$ cat config.mk
export PLATFORM = sky130hd
export DESIGN_NAME = csm_out_fifo
export DESIGN_NICKNAME = d
export VERILOG_FILES = /design/src/design/csm_pkg.sv /design/src/design/csm_out_fifo.sv
export SDC_FILE = /design/constraint.sdc
export NUM_CORES = 1
export LEC_CHECK = 0
export BUFFER_PORTS_ARGS = -buffer_cell sky130_fd_sc_hd__buf_2
export CORE_AREA = 10 10 213 135
export CTS_BUF_LIST = sky130_fd_sc_hd__clkbuf_8
export DETAILED_ROUTE_END_ITERATION = 12
export DIE_AREA = 0 0 223 145
export GPL_TIMING_DRIVEN = 0
export PLACE_DENSITY = 0.83
export SLEW_MARGIN = 10
export SYNTH_ARGS = -nofsm -noshare
export SYNTH_HDL_FRONTEND = slang
export SYNTH_SLANG_ARGS = --single-unit
$ cat constraint.sdc
create_clock -name aclk -period 3.1 [get_ports aclk]
set_clock_uncertainty 0.2 [all_clocks]
set_input_delay 0.31 -clock aclk [delete_from_list [all_inputs] [get_ports aclk]]
set_output_delay 0.31 -clock aclk [all_outputs]
set_load 0.01 [all_outputs]
$ cat src/design/csm_pkg.sv
`timescale 1ns / 1ps
// ----------------------------------------------------------------------------
// csm_pkg: shared definitions for the CSR sparse matrix-vector block
// Request codes, store and queue sizing, and the structs passed between units.
// ----------------------------------------------------------------------------
package csm_pkg;

    // Dense-vector store
    localparam int VEC_DEPTH = 1024;
    localparam int VEC_AW    = $clog2(VEC_DEPTH);

    // Row counter wraps modulo MAX_ROWS
    localparam longint unsigned MAX_ROWS = 65536;
    localparam int ROW_CW = $clog2(MAX_ROWS);

    // Result queue
    localparam int FIFO_DEPTH = 4;
    localparam int FIFO_AW    = $clog2(FIFO_DEPTH);
    localparam int FIFO_CW    = $clog2(FIFO_DEPTH + 1);

    // Request codes
    localparam logic [1:0] REQ_LOAD  = 2'd0;
    localparam logic [1:0] REQ_NZ    = 2'd1;
    localparam logic [1:0] REQ_EMPTY = 2'd2;

    // Q32.32 limits
    localparam logic signed [63:0] ACC_MAX = 64'sh7FFF_FFFF_FFFF_FFFF;
    localparam logic signed [63:0] ACC_MIN = 64'sh8000_0000_0000_0000;

    // One finished row
    typedef struct packed {
        logic signed [63:0] row_sum;
        logic [15:0]        row_number;
        logic               saturated;
    } csm_result_t;

    // Row-ending items still inside the datapath
    typedef struct packed {
        logic p1_pend;
        logic p2_pend;
    } csm_flight_t;

endpackage

$ cat src/design/csm_out_fifo.sv
`timescale 1ns / 1ps
// ----------------------------------------------------------------------------
// csm_out_fifo: result queue
// Small register queue that holds finished rows until the sink takes them.
// ----------------------------------------------------------------------------
module csm_out_fifo import csm_pkg::*; (
    input  logic               aclk,
    input  logic               aresetn,
    input  logic               push,
    input  csm_result_t        push_data,
    input  logic               pop,
    output csm_result_t        head,
    output logic [FIFO_CW-1:0] count
);

    csm_result_t        q_mem [FIFO_DEPTH];
    logic [FIFO_AW-1:0] wr_ptr_reg;
    logic [FIFO_AW-1:0] rd_ptr_reg;
    logic [FIFO_CW-1:0] count_reg, count_next;

    // Storage; the credit check upstream keeps pushes off a full queue
    always_ff @(posedge aclk) begin
        if (push) begin
            q_mem[wr_ptr_reg] <= push_data;
        end
    end

    // Pointers and fill level
    always_comb begin
        count_next = count_reg;
        if (push && !pop) begin
            count_next = count_reg + 1'b1;
        end else if (pop && !push) begin
            count_next = count_reg - 1'b1;
        end
    end

    always_ff @(posedge aclk) begin
        if (!aresetn) begin
            wr_ptr_reg <= '0;
            rd_ptr_reg <= '0;
            count_reg  <= '0;
        end else begin
            if (push) begin
                wr_ptr_reg <= wr_ptr_reg + 1'b1;
            end
            if (pop) begin
                rd_ptr_reg <= rd_ptr_reg + 1'b1;
            end
            count_reg <= count_next;
        end
    end

    assign head  = q_mem[rd_ptr_reg];
    assign count = count_reg;

endmodule

# == Word level (Yosys, flattened, before mapping) ==
# Memories as Yosys holds them, arrays and structs flattened. A register that Yosys moved wholly into a read port is not among the register bits.
# Index checks and enable logic that the tools add are counted.
# totals
reg_bits,7
ramBits,324
input_bits,85
output_inout_bits,84
word_cells,19
n_memories,1
# memory_table
name,words,width,read_ports,rd_ports_with_merged_regs,write_ports,line_no,source
q_mem,4,81,1,1,1,csm_out_fifo.sv:16,csm_result_t q_mem [FIFO_DEPTH];
# op_classes
n_addsub,4
muxes,6
reduce_logical,5
# op_table
op,count
2-to-1 mux 3 bit,2
"adder 2 x 1 -> 2 bit, second input constant",2
2-to-1 mux 2 bit,2
"adder 3 x 1 -> 3 bit, second input constant",1
"subtractor 3 x 1 -> 3 bit, second input constant",1
logical AND 1 bit,2
zero test 1 bit,2
2-to-1 mux 1 bit,2
nonzero test 2 bit,1

# == Depth between registers and ports, before layout ==
# Gate-level depths: netlist (run 1).
# depth
depth_word,4
ltp_mapped,7

# == Worst setup path after synthesis (run 1) ==
# OpenSTA, ideal clock, no wires.
# synth_path
path_type,flip-flop to flip-flop
startpoint,register wr_ptr_reg[0]
endpoint,"memory q_mem[0][0] (netlist name), enable pin"
setup_time_ns,0.448
arrival_time_ns,2.427
t_required_ns,2.452
slack_ns,0.025
stages_incl_launch_ff,4
synth_period_minus_slack_ns,3.075
path_cell_list,dfxtp_1 -> inv_1 -> ha_1 -> and2_1
# synth_rtl
item,line_no,source
start: declaration,csm_out_fifo.sv:17,logic [FIFO_AW-1:0] wr_ptr_reg;
start signal: assignment,csm_out_fifo.sv:45,wr_ptr_reg <= wr_ptr_reg + 1'b1;
end: declaration,csm_out_fifo.sv:16,
# Straight into the memory's write port.

==> metrics.md, run 1 <==
| Metric | Value |
|---|---|
| Area leader, netlist | `edfxtp_1` |
| Crit-path slowest cell | `clkbuf_1` |
| Mapped Nets | `555` |
| Layout Nets | `859` |
| Total die area | `0.0323 mm²` |
| Vias per inst | `5.28` |
| Vias in the first global route | `6583` |
| Initial antenna violation count | `0` |
| Cell count after synthesis | `464` |
| DRC viols | `0` |
| Tmin final | `2960 ps` |
| ANT nets after route | `0` |
| Ys Warns | `0` |
| Chip height | `145 µm` |
| CP peak stage delay | `560 ps` |
| Crit path max fanout | `10` |
| Layout cells sized above 1 | `0.412` |
| Synth Register Bits | `333` |
| Synth cell count leaders | `324 x edfxtp_1, 81 x mux4_2, 9 x and2_1, 9 x dfxtp_1` |
| Top Ports | `169` |
| Setup crit end kind | `primary output` |
| CTS Root Cell | `clkbuf_8` |
| Initial Utilization | `0.491` |
| Fin. Hold Viols | `0` |
| Post-CTS Hold Buffers | `84` |
| Worst-path clk slew | `70 ps` |
| Yosys cell types | `19` |
| Post-synthesis sequential area ratio | `0.812` |
| Rel. slew slack | `0.510` |
| Clock tree from TritonCTS | `yes` |
| Area Overhead vs Synth | `24.7%` |
| Most crowded layer after global routing | `met2` |
| Gpl congestion | `0.757` |
| Ordered list of cells on the worst path | `clkbuf_1, buf_2, mux4_2, buf_2` |
| GRT met2 Usage | `0.254` |
| Final period util | `0.953` |
| Multi-input gate area | `0.00207 mm²` |
| Outcome | `finished, final reports clean` |
| Detailed Route Iter0 Violations | `464` |
| Power Dens Cells | `616 mW/mm²` |
| Setup TNS | `0 ps` |
| Cell repeated most along the worst path | `buf_2` |
| Via count | `5956` |
| Register Area | `0.00991 mm²` |
| CTS buffer count | `46` |
| Max FFs per register | `324` |
| Diode count | `0` |
| First-pass GRT wire length | `39100 µm` |
| Final HPWL DP | `15300 µm` |
| DIE WIDTH | `223 µm` |
| Largest net degree at the start of global routing | `45` |
| Startpoint type of the worst setup path | `flop` |
| PortBufs | `168` |
| Met1 usage | `0.194` |
| Fmax | `338 MHz` |
| Worst Tran Pin Value | `736 ps` |
| Filler instances | `1655` |
| Post-CTS sizing | `0` |
| Final Max Tran Viols | `0` |
| Most frequent cell after synthesis | `edfxtp_1` |
| Clock Path Buffers | `3` |
| Synth Flop Type | `edfxtp_1` |
| Sink Count | `333` |
| Mapped Area | `0.0122 mm²` |
| First-pass DRT Iterations | `5` |
| Worst min path class | `primary input to flop` |
| WL/cell | `22.3 µm` |
| Critical path data arrival time | `2450 ps` |
| GRT Util Overall | `0.154` |
| Top-area cell type share of the netlist area | `0.797` |
| Unrepaired setup endpoints after global routing | `false` |
| Placeable Area | `0.0248 mm²` |
| Mapped Avg Cell Area | `26.3 µm²` |
| Total Power | `9370 µW` |
| IR drop worst, VDD | `0.455 mV` |
| Critical Path RT | `2590 ps` |
| Global route overflow | `0` |
| CP Class | `flop to primary output` |
| Final core utilization | `0.613` |
| Htree depth | `2` |
| Grt met3 use | `0.0509` |
| Final setup fails | `0` |
| LEAKAGE | `0.00527 µW` |
| Row cnt | `45` |
| Skew-Pair Late Insertion Delay | `550 ps` |
| Max-cap viol count | `0` |
| Post-synth ARST share | `0` |
| Number of synthesized flops with an enable pin | `324` |
| # Post-CTS Setup Buffers | `0` |
| Leading post-synthesis cells by cell area | `edfxtp_1 80%, mux4_2 15%, dfxtp_1 1.5%` |
| DRT Wirelength | `25100 µm` |
[critical path: cells and delay by family, from the launching register on]
family	cells	cell delay, ps
multiplexers	1	370
buffers and inverters	3	1180
flip-flops	1	320
[path summary, 6_finish.rpt]
kind	slack, ps	end	cells after the start	from
setup / recovery	140	head[15]	4	flop
hold / removal	300	q_mem[3][69]	2	push_data[69]
hold reg to reg	330	count[2]	2	count[2]
setup reg to reg	1030	q_mem[0][14]	4	wr_ptr_reg[0]
[report_power, final]
group	internal (µW)	total (µW)	switching, µW
Combinational	546	1110	562
Sequential	5170	5220	54.3
Clock	1490	3040	1550
[kinds of logic after synthesis]
kind of cell	count (synthesis)	share of synthesized area
AO/OA/AOI/OAI	2	0.00103
XOR/XNOR	5	0.00359
adder cells (fa/ha/maj)	6	0.00677
buffers and inverters	22	0.0189
flip-flops	333	0.812
multiplexers	83	0.151
AND/OR/NAND/NOR	13	0.00646
[metrics by stage]
step	std cells	instance area (µm²)	worst slack (ps)	hold WS [ps]
after global placement	961	13500	-1170	286
after floorplan	464	12200	25.3	209
after CTS	1128	15200	105	254
after detailed placement	965	13600	733	325
final	1128	15200	145	302
after global routing	1128	15200	12.0	266
[metal layers]
layer | wire length, µm | share of wire
met1 | 10400 | 0.41
met2 | 12500 | 0.50
met3 | 1840 | 0.073
met4 | 422 | 0.017
met5 | 0 | 0
[placed cells by master (no fill, tap or decap), drive strengths merged]
| master | instances |
|---|---|
| nand2 | 1 |
| dlygate4sd3 | 84 |
| bufinv | 1 |
| nor2b | 2 |
| clkbuf | 48 |
| buf | 189 |
| or3 | 1 |
| mux2i | 2 |
| clkinv | 16 |
| o21ai | 1 |
| mux4 | 81 |
| inv | 18 |
| clkinvlp | 1 |
| ha | 5 |
| fa | 1 |
| and2 | 9 |
| dfxtp | 9 |
| a21boi | 1 |
| xnor2 | 2 |
| edfxtp | 324 |
| xor2 | 3 |
[layout make-up]
class	instances	share of cell area
timing repair buffer	256	0.118
sequential	333	0.651
inverter	4	0.000987
clock inverter	32	0.0104
multi-input combinational	109	0.136
tap	329	0.0270
clock buffer	47	0.0425
buffer	18	0.0141
Note: power is estimated with default switching activity, not from simulation.
==> inputs of run 2 (changes only) <==
Clock period 3.1 ns to 2.5 ns, I/O delays scaled along.
==> metrics.md, run 2 (same netlist as run 1, synthesis figures left out) <==
| Metric | Value |
|---|---|
| IR drop worst, VDD | `0.481 mV` |
| Clock Path Buffers | `3` |
| Htree depth | `2` |
| Internal | `9040 µW` |
| Initial Utilization | `0.491` |
| Most crowded layer after global routing | `met2` |
| Skew-Pair Late Insertion Delay | `560 ps` |
| Max FFs per register | `324` |
| First-pass DRT Iterations | `4` |
| Seq pwr share | `0.555` |
| Switching power | `2660 µW` |
| Via count | `6031` |
| Fin. Hold Viols | `0` |
| Commonest non-fill, non-tap cell in the layout | `edfxtp_1` |
| Area Overhead vs Synth | `26.1%` |
| CTS buffer count | `46` |
| Post-Place Cells | `965` |
| Worst min path class | `primary input to flop` |
| Power Dens Cells | `761 mW/mm²` |
| Clock group share of total power | `0.323` |
| Global route overflow | `0` |
| Final period util | `0.971` |
| ANT nets after route | `0` |
| Critical path data arrival time | `1980 ps` |
| CP Class | `flop to primary output` |
| Critical Path RT | `2050 ps` |
| Gpl congestion | `0.752` |
| Setup crit end kind | `primary output` |
| Final HPWL DP | `15500 µm` |
| Tmin final | `2430 ps` |
| Clock tree from TritonCTS | `yes` |
| DIE WIDTH | `223 µm` |
| Layout cells sized above 1 | `0.416` |
| Top Ports | `169` |
| GRT met2 Usage | `0.256` |
| Final Max Tran Viols | `0` |
| Chip height | `145 µm` |
| Layout Nets | `863` |
| Outcome | `finished, final reports clean` |
| DRC viols | `0` |
| Initial antenna violation count | `1` |
| Vias in the first global route | `6725` |
| CTS Root Cell | `clkbuf_8` |
| Fin Hold WS | `240 ps` |
| Unrepaired setup endpoints after global routing | `true` |
| Largest net degree at the start of global routing | `47` |
| Sink Count | `333` |
| Grt met3 use | `0.0531` |
| Startpoint type of the worst setup path | `flop` |
| Rel. slew slack | `0.580` |
| DRT Wirelength | `25600 µm` |
| GRT Util Overall | `0.157` |
| PortBufs | `168` |
| Worst Tran Pin Value | `630 ps` |
| Final setup fails | `0` |
| Detailed Route Iter0 Violations | `420` |
| Worst-path clk slew | `60 ps` |
| Max-cap viol count | `0` |
| Commonest cells after routing, fill and taps aside | `324 x edfxtp_1, 168 x buf_2, 85 x dlygate4sd3_1` |
| Sw frac | `0.228` |
| Total die area | `0.0323 mm²` |
| Final cell count without fillers | `1132` |
| Fmax | `412 MHz` |
| Combinational power share | `0.122` |
| Row cnt | `45` |
| LEAKAGE | `0.00535 µW` |
| Placeable Area | `0.0248 mm²` |
| Crit path max fanout | `10` |
| First-pass GRT wire length | `40000 µm` |
| WL/cell | `22.6 µm` |
| Met1 usage | `0.196` |
| Vias per inst | `5.33` |
==> run 2: changes by cell type in the layout (fill, tap and decap cells not counted), sizes merged <==
cell	before	now
buf	189	191
clkbuf	48	51
clkinv	16	10
clkinvlp	1	0
diode	0	1
dlygate4sd3	84	85
inv	18	22
==> run 2: final timing paths <==
kind / from / to / slack [ps] / cells after the start
worst max register to register: wr_ptr_reg[0] / q_mem[0][74] / 460 / 4
worst min-delay path: push_data[67] / q_mem[3][67] / 240 / 2
worst max-delay path: flop / head[29] / 70 / 3
worst min register to register: count[2] / count[2] / 320 / 2
==> run 2: cell type report <==
cell class	instances	area, µm²
antenna	1	2.50
buffer	17	225
clock buffer	49	674
clock inverter	29	140
fill	1621	9450
inverter	4	15.0
multi-input combinational	109	2070
sequential	333	9910
tap	329	412
timing repair buffer	261	1930
==> run 2: routing by layer <==
metal,wire [µm],vias to the layer above,part of all wire
met1,10200,3131,0.40
li1,-,2606,-
met2,12900,252,0.50
met3,2070,42,0.081
met5,0,-,0
met4,477,0,0.019
==> run 2: repair_timing <==
| action | 4_1_cts | 5_1_grt |
|---|---|---|
| setup endpoints to repair | 81 | 40 |
| buffers inserted | 1 | 0 |
| gates cloned | 2 | 1 |
| hold endpoints to repair | 333 | 0 |
| resized for setup | 9 | 6 |
| hold buffers | 85 | 0 |
==> run 2: critical path, stage by stage (launching register included) <==
cell	delay, ps
dfxtp_2	520
buf_2	350
mux4_2	380
buf_2	160
==> run 2: through the flow <==
stage / setup TNS (ps) / worst slack (ps) / instance area [µm²] / total power (µW) / utilization
6_report: 0 / 73.1 / 15400 / 11700 / 0.620
3_5_place_dp: 0 / 189 / 13600 / 7880 / 0.547
2_1_floorplan: 0 / 315 / 12200 / 7320 / -
5_1_grt: -406 / -30.4 / 15400 / 12200 / 0.620
4_1_cts: 0 / 0.0753 / 15300 / 11800 / 0.617
3_3_place_gp: -92440 / -303 / 13500 / 7790 / 0.542
==> run 2: power by group through the flow <==
stage | clock [µW] | sequential, µW | combinational [µW]
CTS | 3870 | 6490 | 1420
global placement | 0 | 6590 | 1210
floorplan | 0 | 6580 | 741
finish | 3780 | 6490 | 1420
global route | 4130 | 6510 | 1540
detailed placement | 0 | 6600 | 1280
==> inputs of run 3 (changes only) <==
Settings changed: CORE_AREA 10 10 213 135 to 2 2 205 127, DIE_AREA 0 0 223 145 to 0 0 207 129.
==> metrics.md, run 3 (same netlist as run 1, synthesis figures left out) <==
| Metric | Value |
|---|---|
| CTS buffer count | `47` |
| Hold Path Sink | `q_mem[1][73]` |
| Worst path depth | `4` |
| CP peak stage delay | `550 ps` |
| DRT Wirelength | `24000 µm` |
| Fin. Hold Viols | `0` |
| Gpl congestion | `0.730` |
| Multi-input gate area | `0.00207 mm²` |
| Htree depth | `2` |
| Initial Utilization | `0.493` |
| Setup crit end kind | `primary output` |
| Hold path start | `push_data[73]` |
| Rel. slew slack | `0.583` |
| Reg2reg start | `wr_ptr_reg[0]` |
| Crit path buffers/inverters | `3` |
| Vias per inst | `5.31` |
| Unrepaired setup endpoints after global routing | `false` |
| Reg-to-reg setup timing slack | `460 ps` |
| IR drop worst, VDD | `0.726 mV` |
| Largest net degree at the start of global routing | `51` |
| LEAKAGE | `0.00531 µW` |
| Area Overhead vs Synth | `25.5%` |
| CP top delay family | `multiplexers` |
| Final Max Tran Viols | `0` |
| Final setup fails | `0` |
| CTS Root Cell | `clkbuf_8` |
| Setup TNS | `0 ps` |
| Power Dens Cells | `764 mW/mm²` |
| Cell Area, Placed | `0.0136 mm²` |
| PortBufs | `168` |
| Via count | `6022` |
| GRT Util Overall | `0.179` |
| Fmax | `414 MHz` |
| Layout cells sized above 1 | `0.416` |
| Filler instances | `1654` |
| Initial antenna violation count | `1` |
| WL/cell | `21.1 µm` |
| Worst Tran Pin Value | `625 ps` |
| CP Class | `flop to primary output` |
| First-pass GRT wire length | `36200 µm` |
| Crit path max fanout | `10` |
| Worst reg2reg path depth | `4` |
| Startpoint type of the worst setup path | `flop` |
| Max-cap viol count | `0` |
| Hold depth | `2` |
| DIE WIDTH | `207 µm` |
| Commonest non-fill, non-tap cell in the layout | `edfxtp_1` |
| Commonest cells after routing, fill and taps aside | `324 x edfxtp_1, 176 x buf_2, 85 x dlygate4sd3_1` |
| Crit-path slowest cell | `mux4_2` |
| Clock tree from TritonCTS | `yes` |
| Skew-Pair Late Insertion Delay | `540 ps` |
| Detailed Route Iter0 Violations | `383` |
| Worst min path class | `primary input to flop` |
| DRC viols | `0` |
| Sink Count | `333` |
| Clock Path Buffers | `3` |
| Ordered list of cells on the worst path | `buf_12, buf_12, mux4_2, buf_2` |
| Critical path data arrival time | `1970 ps` |
| Chip height | `129 µm` |
| Max FFs per register | `324` |
| Final HPWL DP | `14000 µm` |
| First-pass DRT Iterations | `6` |
| Total Power | `11700 µW` |
| Layout Nets | `862` |
| Final period util | `0.967` |
| Vias in the first global route | `6426` |
| ANT nets after route | `0` |
| Critical Path RT | `2050 ps` |
| Final Cell Area | `0.0153 mm²` |
| Worst-path clk slew | `70 ps` |
| RR Endpoint | `q_mem[2][57]` |
| Row cnt | `45` |
| Tmin final | `2420 ps` |
| Register Area | `0.00991 mm²` |
| Global route overflow | `0` |
| Cell repeated most along the worst path | `buf_12` |
| Total die area | `0.0267 mm²` |
| Top Ports | `169` |
| Placeable Area | `0.0248 mm²` |
| Outcome | `finished, final reports clean` |
-- run 3: cell types whose count changed in the layout (fill, tap and decap cells not counted) --
cell        delta
buf_16         -2
buf_2          +8
buf_4          -1
buf_6          -6
clkbuf_4       -1
clkinv_1       +5
clkinv_2       +1
clkinvlp_4     +2
inv_1          -3
-- run 3: worst max path at each step --
stage	from	end	slack (ps)
2_1_floorplan	wr_ptr_reg[0]	q_mem[2][0]	310
3_3_place_gp	wr_ptr_reg[0]	q_mem[0][55]	-350
3_5_place_dp	flop	head[35]	250
4_1_cts	flop	head[1]	20
5_1_grt	flop	head[1]	10
6_report	flop	head[61]	80
-- run 3: cell type report --
type,count,share of cell area
antenna,1,0.000163
buffer,17,0.0144
clock buffer,49,0.0440
clock inverter,34,0.0109
inverter,4,0.000981
multi-input combinational,109,0.135
sequential,333,0.647
tap,329,0.0269
timing repair buffer,259,0.120
-- run 3: repair_timing --
| action | 4_1_cts | 5_1_grt |
|---|---|---|
| setup endpoints to repair | 80 | 4 |
| endpoints found under the hold margin | 333 | 0 |
| gates cloned | 0 | 1 |
| pin swaps | 0 | 0 |
| setup buffers | 0 | 1 |
| gates resized for setup | 3 | 2 |
| hold buffers | 85 | 0 |
-- run 3: routing by layer --
metal | track usage | wire [µm] | vias up
met4 | 0.0483 | 313 | 0
met3 | 0.0522 | 1720 | 37
met1 | 0.232 | 9850 | 3111
met5 | 0 | 0 | -
li1 | - | - | 2613
met2 | 0.301 | 12100 | 261
-- run 3: where the power goes --
part	internal, µW	switching (µW)
sequential	6410	76.7
combinational	692	673
clock	1920	1920
total	9020	2670
-- run 3: worst register-to-register path, stage by stage, from the launching register on --
cell,delay [ps]
dfxtp_1,350
inv_1,90
ha_1,160
and2_4,540
buf_16,320
-- run 3: per-stage QoR --
stage / setup slack, ps / cells / hold WS (ps) / util
5_1_grt: 11.8 / 1135 / 218 / 0.618
6_report: 82.9 / 1135 / 242 / 0.618
3_5_place_dp: 248 / 965 / 268 / 0.548
4_1_cts: 15.8 / 1132 / 178 / 0.617
2_1_floorplan: 315 / 464 / 149 / -
3_3_place_gp: -347 / 961 / 258 / 0.543
